==> config.mk <==
export PLATFORM = sky130hd
export DESIGN_NAME = fbus_frame_receive_ack_unit
export DESIGN_NICKNAME = d
export VERILOG_FILES = /design/src/hdl/fbrx_pkg.sv /design/src/hdl/fbus_frame_receive_ack_unit.sv
export SDC_FILE = /design/constraint.sdc
export NUM_CORES = 1
export LEC_CHECK = 0
export BUFFER_PORTS_ARGS = -buffer_cell sky130_fd_sc_hd__buf_2
export CORE_AREA = 2 2 74 129
export CTS_CLUSTER_SIZE = 40
export DETAILED_ROUTE_END_ITERATION = 8
export DIE_AREA = 0 0 76 131
export PLACE_DENSITY = 0.73
export SLEW_MARGIN = 15
export SYNTH_ARGS = -nofsm -noshare
export SYNTH_HDL_FRONTEND = slang
export SYNTH_SLANG_ARGS = --single-unit
export TNS_END_PERCENT = 1
==> constraint.sdc <==
create_clock -name clk -period 3.15 [get_ports clk]
set_clock_uncertainty 0.05 [all_clocks]
set_input_delay 0.945 -clock clk [delete_from_list [all_inputs] [get_ports clk]]
set_output_delay 0.945 -clock clk [all_outputs]
set_load 0.01 [all_outputs]
==> src/hdl/fbrx_pkg.sv <==
package fbrx_pkg;

  // header and acknowledgement bytes
  localparam logic [7:0] HDR_START    = 8'h1E;
  localparam logic [7:0] HDR_TYPE     = 8'h0C;
  localparam logic [7:0] CMD_ACK      = 8'h7F;
  localparam logic [7:0] ACK_LEN      = 8'h02;
  localparam logic [2:0] SEQ_MASK     = 3'h7;

  // reset values of the frame state
  localparam logic [7:0] CMD_RESET    = 8'hD2;
  localparam logic [2:0] SEQ_RESET    = 3'd2;

  // acknowledgement slots
  localparam logic [3:0]  SLOT_LAST   = 4'd9;

  // result kinds
  localparam logic KIND_TX_BYTE       = 1'b0;
  localparam logic KIND_PARTNER_ACK   = 1'b1;

  // acknowledgement byte for a slot
  function automatic logic [7:0] ack_byte(input logic [3:0] slot,
                                          input logic [7:0] cmd,
                                          input logic [2:0] seq);
    logic [7:0] b;
    b = 8'h00;
    unique case (slot)
      4'd0: b = HDR_START;
      4'd1: b = 8'h00;
      4'd2: b = HDR_TYPE;
      4'd3: b = CMD_ACK;
      4'd4: b = 8'h00;
      4'd5: b = ACK_LEN;
      4'd6: b = cmd;
      4'd7: b = {5'd0, seq};
      4'd8: b = HDR_START ^ HDR_TYPE ^ cmd;
      4'd9: b = CMD_ACK ^ ACK_LEN ^ {5'd0, seq};
      default: b = 8'h00;
    endcase
    return b;
  endfunction

endpackage

==> src/hdl/fbus_frame_receive_ack_unit.sv <==
// channel  | ports                 | payload
// ---------+-----------------------+----------------------------------------
// in       | s_tvalid/s_tready     | s_tdata[7:0] rx_byte
// out      | m_tvalid/m_tready     | m_tdata[7:0] tx_byte, [10:8] ack_sequence
//          |                       | m_tuser kind, m_tlast last
//
// a request goes into an input register, then one pass of header match and
// body counting updates the frame state; accepts a byte per cycle unless held.
// a byte that closes a frame loads the result register, which plays out ten
// acknowledgement bytes (one per cycle while ready) or one partner-ack event.
// such a byte waits in the input register only while the previous burst is
// still being drained; stalls on the out side never drop or repeat results.
// rst is synchronous and clears all control state.
module fbus_frame_receive_ack_unit (
  input  logic        clk,
  input  logic        rst,
  input  logic        s_tvalid,
  output logic        s_tready,
  input  logic [7:0]  s_tdata,   // [7:0] rx_byte
  output logic        m_tvalid,
  input  logic        m_tready,
  output logic [15:0] m_tdata,   // [7:0] tx_byte, [10:8] ack_sequence, rest zero
  output logic        m_tuser,   // [0] kind
  output logic        m_tlast
);
  import fbrx_pkg::*;

  // input register
  logic       in_valid;
  logic [7:0] in_byte;

  // frame state
  logic [7:0] hist [6];
  logic       receiving;
  logic [8:0] frame_size;
  logic [8:0] byte_count;
  logic [7:0] frame_command;
  logic [2:0] sequence_held;
  logic [7:0] seq_pos;
  logic       seq_pos_valid;

  // result register
  logic       busy;
  logic       out_kind;
  logic [7:0] out_cmd;
  logic [2:0] out_seq;
  logic [3:0] slot;

  logic       ends_frame;
  logic       header_hit;
  logic       out_last;
  logic       can_load;
  logic       advance;
  logic [2:0] sequence_next;

  // frame end and header match on the registered byte
  assign ends_frame = receiving && (byte_count == frame_size);
  assign header_hit = (hist[0] == 8'h00) && (hist[2] == 8'h00) &&
                      (hist[3] == HDR_TYPE) && (hist[4] == HDR_START);

  assign sequence_next = (receiving && seq_pos_valid && (byte_count == {1'b0, seq_pos}))
                         ? (in_byte[2:0] & SEQ_MASK) : sequence_held;

  // output side
  assign out_last = (out_kind == KIND_PARTNER_ACK) || (slot == SLOT_LAST);
  assign can_load = !busy || (m_tready && out_last);
  assign advance  = in_valid && (!ends_frame || can_load);
  assign s_tready = !in_valid || advance;

  assign m_tvalid = busy;
  assign m_tuser  = out_kind;
  assign m_tlast  = out_last;
  assign m_tdata  = {5'd0, out_seq,
                     (out_kind == KIND_PARTNER_ACK) ? 8'h00 : ack_byte(slot, out_cmd, out_seq)};

  // input register
  always_ff @(posedge clk) begin
    if (rst) begin
      in_valid <= 1'b0;
    end else if (s_tready) begin
      in_valid <= s_tvalid;
    end
    if (s_tready && s_tvalid) begin
      in_byte <= s_tdata;
    end
  end

  // header hunt and body count
  always_ff @(posedge clk) begin
    if (rst) begin
      for (int i = 0; i < 6; i++) hist[i] <= 8'h00;
      receiving     <= 1'b0;
      frame_size    <= 9'd0;
      byte_count    <= 9'd0;
      frame_command <= CMD_RESET;
      sequence_held <= SEQ_RESET;
      seq_pos       <= 8'd0;
      seq_pos_valid <= 1'b0;
    end else if (advance) begin
      if (!receiving) begin
        for (int i = 5; i > 0; i--) hist[i] <= hist[i-1];
        hist[0] <= in_byte;
        if (header_hit) begin
          frame_command <= hist[1];
          frame_size    <= in_byte[0] ? ({1'b0, in_byte} + 9'd2) : ({1'b0, in_byte} + 9'd1);
          seq_pos_valid <= (in_byte != 8'h00);
          seq_pos       <= (in_byte != 8'h00) ? (in_byte - 8'd1) : 8'd0;
          byte_count    <= 9'd0;
          receiving     <= 1'b1;
        end
      end else begin
        sequence_held <= sequence_next;
        byte_count    <= byte_count + 9'd1;
        if (ends_frame) begin
          receiving <= 1'b0;
        end
      end
    end
  end

  // result register and burst slot counter
  always_ff @(posedge clk) begin
    if (rst) begin
      busy <= 1'b0;
      slot <= 4'd0;
    end else if (advance && ends_frame) begin
      busy <= 1'b1;
      slot <= 4'd0;
    end else if (busy && m_tready) begin
      if (out_last) begin
        busy <= 1'b0;
      end else begin
        slot <= slot + 4'd1;
      end
    end
    if (advance && ends_frame) begin
      out_kind <= (frame_command == CMD_ACK) ? KIND_PARTNER_ACK : KIND_TX_BYTE;
      out_cmd  <= frame_command;
      out_seq  <= sequence_next;
    end
  end

endmodule

Word level (Yosys, flattened, before mapping)
Memory sizes are Yosys's and may differ from the RTL's.
Index checks and enable logic that the tools add are counted.
{"block": "classes", "muxes": 26, "n_reduce_logical": 31, "n_addsub": 5, "n_bitwise": 10, "n_eq_ne": 12}
{"operator": "$mux W8", "n": 8}
{"operator": "$pmux W8 S8", "n": 1}
{"operator": "$mux W9", "n": 3}
{"operator": "$logic_not A8 Y1", "n": 2}
{"operator": "$mux W1", "n": 13}
{"operator": "$eq A4 B3 Y1 const B", "n": 3}
{"operator": "$logic_and A1 B1 Y1", "n": 11}
{"operator": "$add A8 B1 Y9 const B", "n": 1}
{"operator": "$add A8 B2 Y9 const B", "n": 1}
{"operator": "$add A9 B1 Y9 const B", "n": 1}
{"operator": "$eq A9 B8 Y1", "n": 1}
{"operator": "$eq A9 B9 Y1", "n": 1}
{"operator": "$eq A4 B2 Y1 const B", "n": 2}
{"operator": "$eq A4 B4 Y1 const B", "n": 2}
{"operator": "$eq A8 B4 Y1 const B", "n": 1}
{"operator": "$eq A8 B5 Y1 const B", "n": 1}
{"operator": "$eq A8 B7 Y1 const B", "n": 1}
{"operator": "$reduce_and A2 Y1", "n": 4}
{"operator": "$reduce_bool A8 Y1", "n": 1}
{"operator": "$sub A8 B1 Y8 const B", "n": 1}
{"operator": "$not A2 Y6", "n": 1}
{"operator": "$or A1 B1 Y1", "n": 6}
{"operator": "$reduce_bool A2 Y1", "n": 3}
{"operator": "$add A4 B1 Y4 const B", "n": 1}
{"operator": "other kinds (8)", "n": 14}
{"block": "totals", "out_inout_bits": 20, "elab_cells": 99, "ram_bits": 48, "reg_bits": 65, "n_memories": 1}
{"memory": "hist", "words": 6, "width": 8, "rd": 5, "rd_ports_with_merged_regs": 0, "wr": 6, "line": "fbus_frame_receive_ack_unit.sv:33", "rtl": "logic [7:0] hist [6];"}

Logic depth before layout (Yosys ltp)
{"block": "logic_depth", "ltp_word": 10, "ltp_mapped": 9, "mapped_depth_nobuf": 7}

Worst setup path before layout
No wires, ideal clock.
{"block": "synth_path", "path_kind": "register to output", "from": "register slot[0]", "to": "output m_tdata[2]", "slack_ns": 0.686, "arrival_ns": 1.469, "required_ns": 2.155, "stages_incl_launch_ff": 8, "path_cell_list": "dfxtp_1 > inv_1 > ha_1 > nor2b_1 > nand2_1 > o21ai_0 > a221oi_1 > nor2_1"}
{"block": "synth_between", "elab_chain_cells": 3}
{"element": "start, declared", "line": "fbus_frame_receive_ack_unit.sv:47", "rtl": "logic [3:0] slot;"}
{"element": "start signal, assigned", "line": "fbus_frame_receive_ack_unit.sv:133", "rtl": "slot <= slot + 4'd1;"}
{"element": "$eq A4 B4 Y1 (tied with other cells)", "line": "fbrx_pkg.sv:27", "rtl": "unique case (slot)"}
{"element": "$pmux W8 S8 (*)", "line": "fbrx_pkg.sv:27"}
{"element": "$mux W8 (*)", "line": "fbus_frame_receive_ack_unit.sv:74", "rtl": "(out_kind == KIND_PARTNER_ACK) ? 8'h00 : ack_byte(slot, out_cmd, out_seq)};"}
{"element": "end, declared", "line": "fbus_frame_receive_ack_unit.sv:22", "rtl": "output logic [15:0] m_tdata,"}
Mark *: on every way between the ends. The rest lies on a longest branch, timed or not.

Final worst setup path
{"block": "layout_path", "from": "register byte_count[5]", "to": "output s_tready"}
{"block": "layout_between", "elab_chain_cells": 6}
{"element": "start, declared", "line": "fbus_frame_receive_ack_unit.sv:36", "rtl": "logic [8:0] byte_count;"}
{"element": "start signal, assigned", "line": "fbus_frame_receive_ack_unit.sv:113", "rtl": "byte_count <= byte_count + 9'd1;"}
{"element": "$eq A9 B9 Y1", "line": "fbus_frame_receive_ack_unit.sv:57", "rtl": "assign ends_frame = receiving && (byte_count == frame_size);"}
{"element": "$logic_and A1 B1 Y1", "line": "fbus_frame_receive_ack_unit.sv:57"}
{"element": "$logic_not A1 Y1", "line": "fbus_frame_receive_ack_unit.sv:67", "rtl": "assign advance = in_valid && (!ends_frame || can_load);"}
{"element": "$logic_or A1 B1 Y1", "line": "fbus_frame_receive_ack_unit.sv:67"}
{"element": "$logic_and A1 B1 Y1", "line": "fbus_frame_receive_ack_unit.sv:67"}
{"element": "$logic_or A1 B1 Y1", "line": "fbus_frame_receive_ack_unit.sv:68", "rtl": "assign s_tready = !in_valid || advance;"}
{"element": "end, declared", "line": "fbus_frame_receive_ack_unit.sv:18", "rtl": "output logic s_tready,"}
No other way between the ends.

==> flow_summary.toml <==
[cts]
cts_sinks = 105
cts_tree = "done"
h-tree-depth = 3
cts-resized-gates = 0
cts-hold-fix-buffers = 0
numCtsBuffers = 9
clock_latency_ns = 0.34
cts.clk_slew.worst_paths_ns = 0.06
cts_setup_buffers = 0
clockRootBuffer = "clkbuf_16"
ctsLongestPathBuffers = 2

[sta]
rsz0062_at_grt = "no"
maxSlewViolCount = 0
relSlewSlack_pct = 59.4
fin_crit_sh_pct = 94.8
fin_crit_ns = 2.99
max_clock_freq_mhz = 335
fin_setup_tns_ns = 0
worst_slew_pin_slew_ns = 0.604
setup_viol = 0
timing_hold_violations_final = 0

[critical_path]
critical-path-top-delay-family = "simple AND/OR/NAND/NOR gates"
cp_num_buf_inv = 1
critPathArrivalTime_ns = 1.99
rr_startpoint = "in_byte[1]$_DFFE_PP_"
start_kind = "flop"
slowest_stage = "dfxtp_1"
r2r_slack_ns = 0.70
critical_path_required_ns = 2.15
end_kind = "output port"
worst-r2r-cell-count = 7
worst_path_largest_cell_delay_ns = 0.46
r2r-end = "seq_pos[0]$_SDFFE_PP0P_"
critical_path_class = "reg -> out"
cp_cell_sequence = "xor2_1 > nor4_2 > nand4_1 > or2_2 > buf_2"
crit_path_max_fanout = 7

[grt]
grt_pass1_vias = 3118
grt_max_degree = 41
grt-ovfl-total = 0
grt_pass1_wl_mm = 14.7
grt_usage_pct = 19.2
antenna_found_initial = 0

[place]
dp_cells = 573
place.gp.congestion = 0.854
dpl_cell_area_um2 = 5100
portBuffers = 26
hpwl_mm = 6.53

[route]
vias = 3196
via_per_inst = 5.43
drc_errors = 0
wl_mm = 9.02
drtIter0Drc = 194
antenna_left = 0
dr.pass1.iters = 4
wire_per_inst_um = 15.3

[layout]
n_fill_cell = 727
final_common_cell = "edfxtp_1"
syn2layout_area_growth_pct = 10.7
fin_cells = 589
stdcell_area_um2 = 5410
final_cell_mix = "60 x edfxtp_1, 43 x dfxtp_1, 41 x nor2_1"
antenna_cells = 0
finalNetCount = 486
drive_gt1_share_pct = 14.5

[floorplanning]
die_w_um = 76
initial_core_util_pct = 54.8
rows = 46
die_area_um2 = 9960
coreArea_um2 = 8920
die_y_um = 131
io-pin-count = 32

[synth]
yosysSeqAreaShare_pct = 55.3
synth_area_per_cell_um2 = 11.0
netlist_area_um2 = 4890
synth_cells = 445
synth_edf_count = 60
ys_async_sr_fraction_pct = 0
ys_types = 54
synth_seq_cells = 105
ys.flop_type = "edfxtp_1"
yosysWarnings = 0

[status]
status = "finished, final reports clean"

[worst_hold_path]
min_to = "out_cmd[3]$_DFFE_PP_"
hp-start = "frame_command[3]$_SDFFE_PP0P_"
whs_path_depth = 0
hold_class = "reg -> reg"

[power_and_ir_drop]
p_clk_share_pct = 40.6
switching_share_pct = 21.3
seq_power_share_pct = 55.7
p_sw_uw = 583
power.density_nw_per_um2 = 506
vdd_ir_drop_max_uv = 300
p_comb_share_pct = 3.7
p_int_uw = 2150
p_leak_uw = 0.00211

[flow_run]
maxCapViolCount = 0
[synthesized netlist by cell type, types with 5 or more instances]
library cell  instances  area (um2)
edfxtp_1             60        1800
nand2b_1              9        56.3
o21ai_0               5        25.0
nand3_1               9        45.0
buf_2                 8        40.0
dfxtp_1              45         901
xnor2_1              11        96.3
mux2i_1              14         140
a211oi_1              8        60.1
clkbuf_1             15        56.3
nor3_1               10        50.1
xor2_1               22         193
or2_2                 6        37.5
nor4_1                7        43.8
and2_1               39         244
ha_1                 10         125
nor2_1               41         154
nand2_1              28         105
a21oi_1              18        90.1
inv_1                 9        33.8
nand4_1               7        43.8
buf_4                 5        37.5
[worst register-to-register path: cells and delay by family, from the launching register on]
family	cells	cell delay (ns)
simple gates	4	1.33
flops	1	0.50
fa+ha+maj	1	0.20
buf+inv	1	0.19
compound gates	1	0.07
[power by group through the flow]
stage	Clock, uW	Combinational (uW)	Sequential, uW
2_1_floorplan	0	85.8	1530
3_3_place_gp	0	99.6	1550
3_5_place_dp	0	102	1550
4_1_cts	1130	103	1520
5_1_grt	1180	116	1530
6_report	1110	102	1520
[state kept, by name, indices dropped and copies added, names as in the netlist, 4 cells and up]
register and cells:
byte_count 9, frame_size 9, frame_command 8, slot 4, seq_pos 8, out_cmd 8, in_byte 8, hist 40
[per-stage QoR]
step / power, uW / setup slack (ns) / hold WS [ns] / util [%]
2_1_floorplan: 1620 / 0.686 / 0.371 / -
3_3_place_gp: 1650 / 0.430 / 0.394 / 57.1
3_5_place_dp: 1660 / 0.395 / 0.395 / 57.1
4_1_cts: 2760 / 0.00765 / 0.410 / 60.5
5_1_grt: 2830 / 0.0152 / 0.427 / 60.6
6_report: 2730 / 0.162 / 0.410 / 60.6
[layer usage]
metal / up-vias / track usage (%) / routed length [um]
met5: - / 0 / 0
met4: 0 / 10.7 / 327
met3: 23 / 3.16 / 246
met2: 65 / 36.7 / 4930
met1: 1500 / 19.9 / 3510
li1: 1608 / - / -
[final cells by class]
class / instances / area (um2) / share of cell area [%]
Sequential cell: 105 / 2710 / 50.0
Clock buffer: 9 / 225 / 4.16
Multi-Input combinational cell: 304 / 2020 / 37.4
Inverter: 10 / 37.5 / 0.694
Timing Repair Buffer: 34 / 190 / 3.52
Tap cell: 120 / 150 / 2.78
Clock inverter: 7 / 77.6 / 1.43
[logic make-up (layout without fill, tap and decap cells)]
logic type,after synthesis,count (layout),synth area share [%]
and+or+nand+nor,181,181,20.2
DFF,105,105,55.3
AOI/OAI and AO/OA,57,57,8.32
buffers and inverters,40,60,3.82
xor gates and xnor gates,33,33,5.92
muxes,18,18,3.79
adders and majority gates,10,10,2.56
other,1,5,0.0768
[how the worst max path moves through the flow]
stage | startpoint | end | slack, ns | cells after the start
2_1_floorplan | slot[0]$_SDFFE_PP0P_ | m_tdata[2] | 0.69 | 7
3_3_place_gp | m_tready | s_tready | 0.43 | 5
3_5_place_dp | slot[0]$_SDFFE_PP0P_ | m_tdata[2] | 0.39 | 8
4_1_cts | slot[0]$_SDFFE_PP0P_ | m_tdata[2] | 0.008 | 8
5_1_grt | byte_count[5]$_SDFFE_PP0P_ | s_tready | 0.02 | 5
6_report | byte_count[5]$_SDFFE_PP0P_ | s_tready | 0.16 | 5
(Power assumes the default switching activity.)
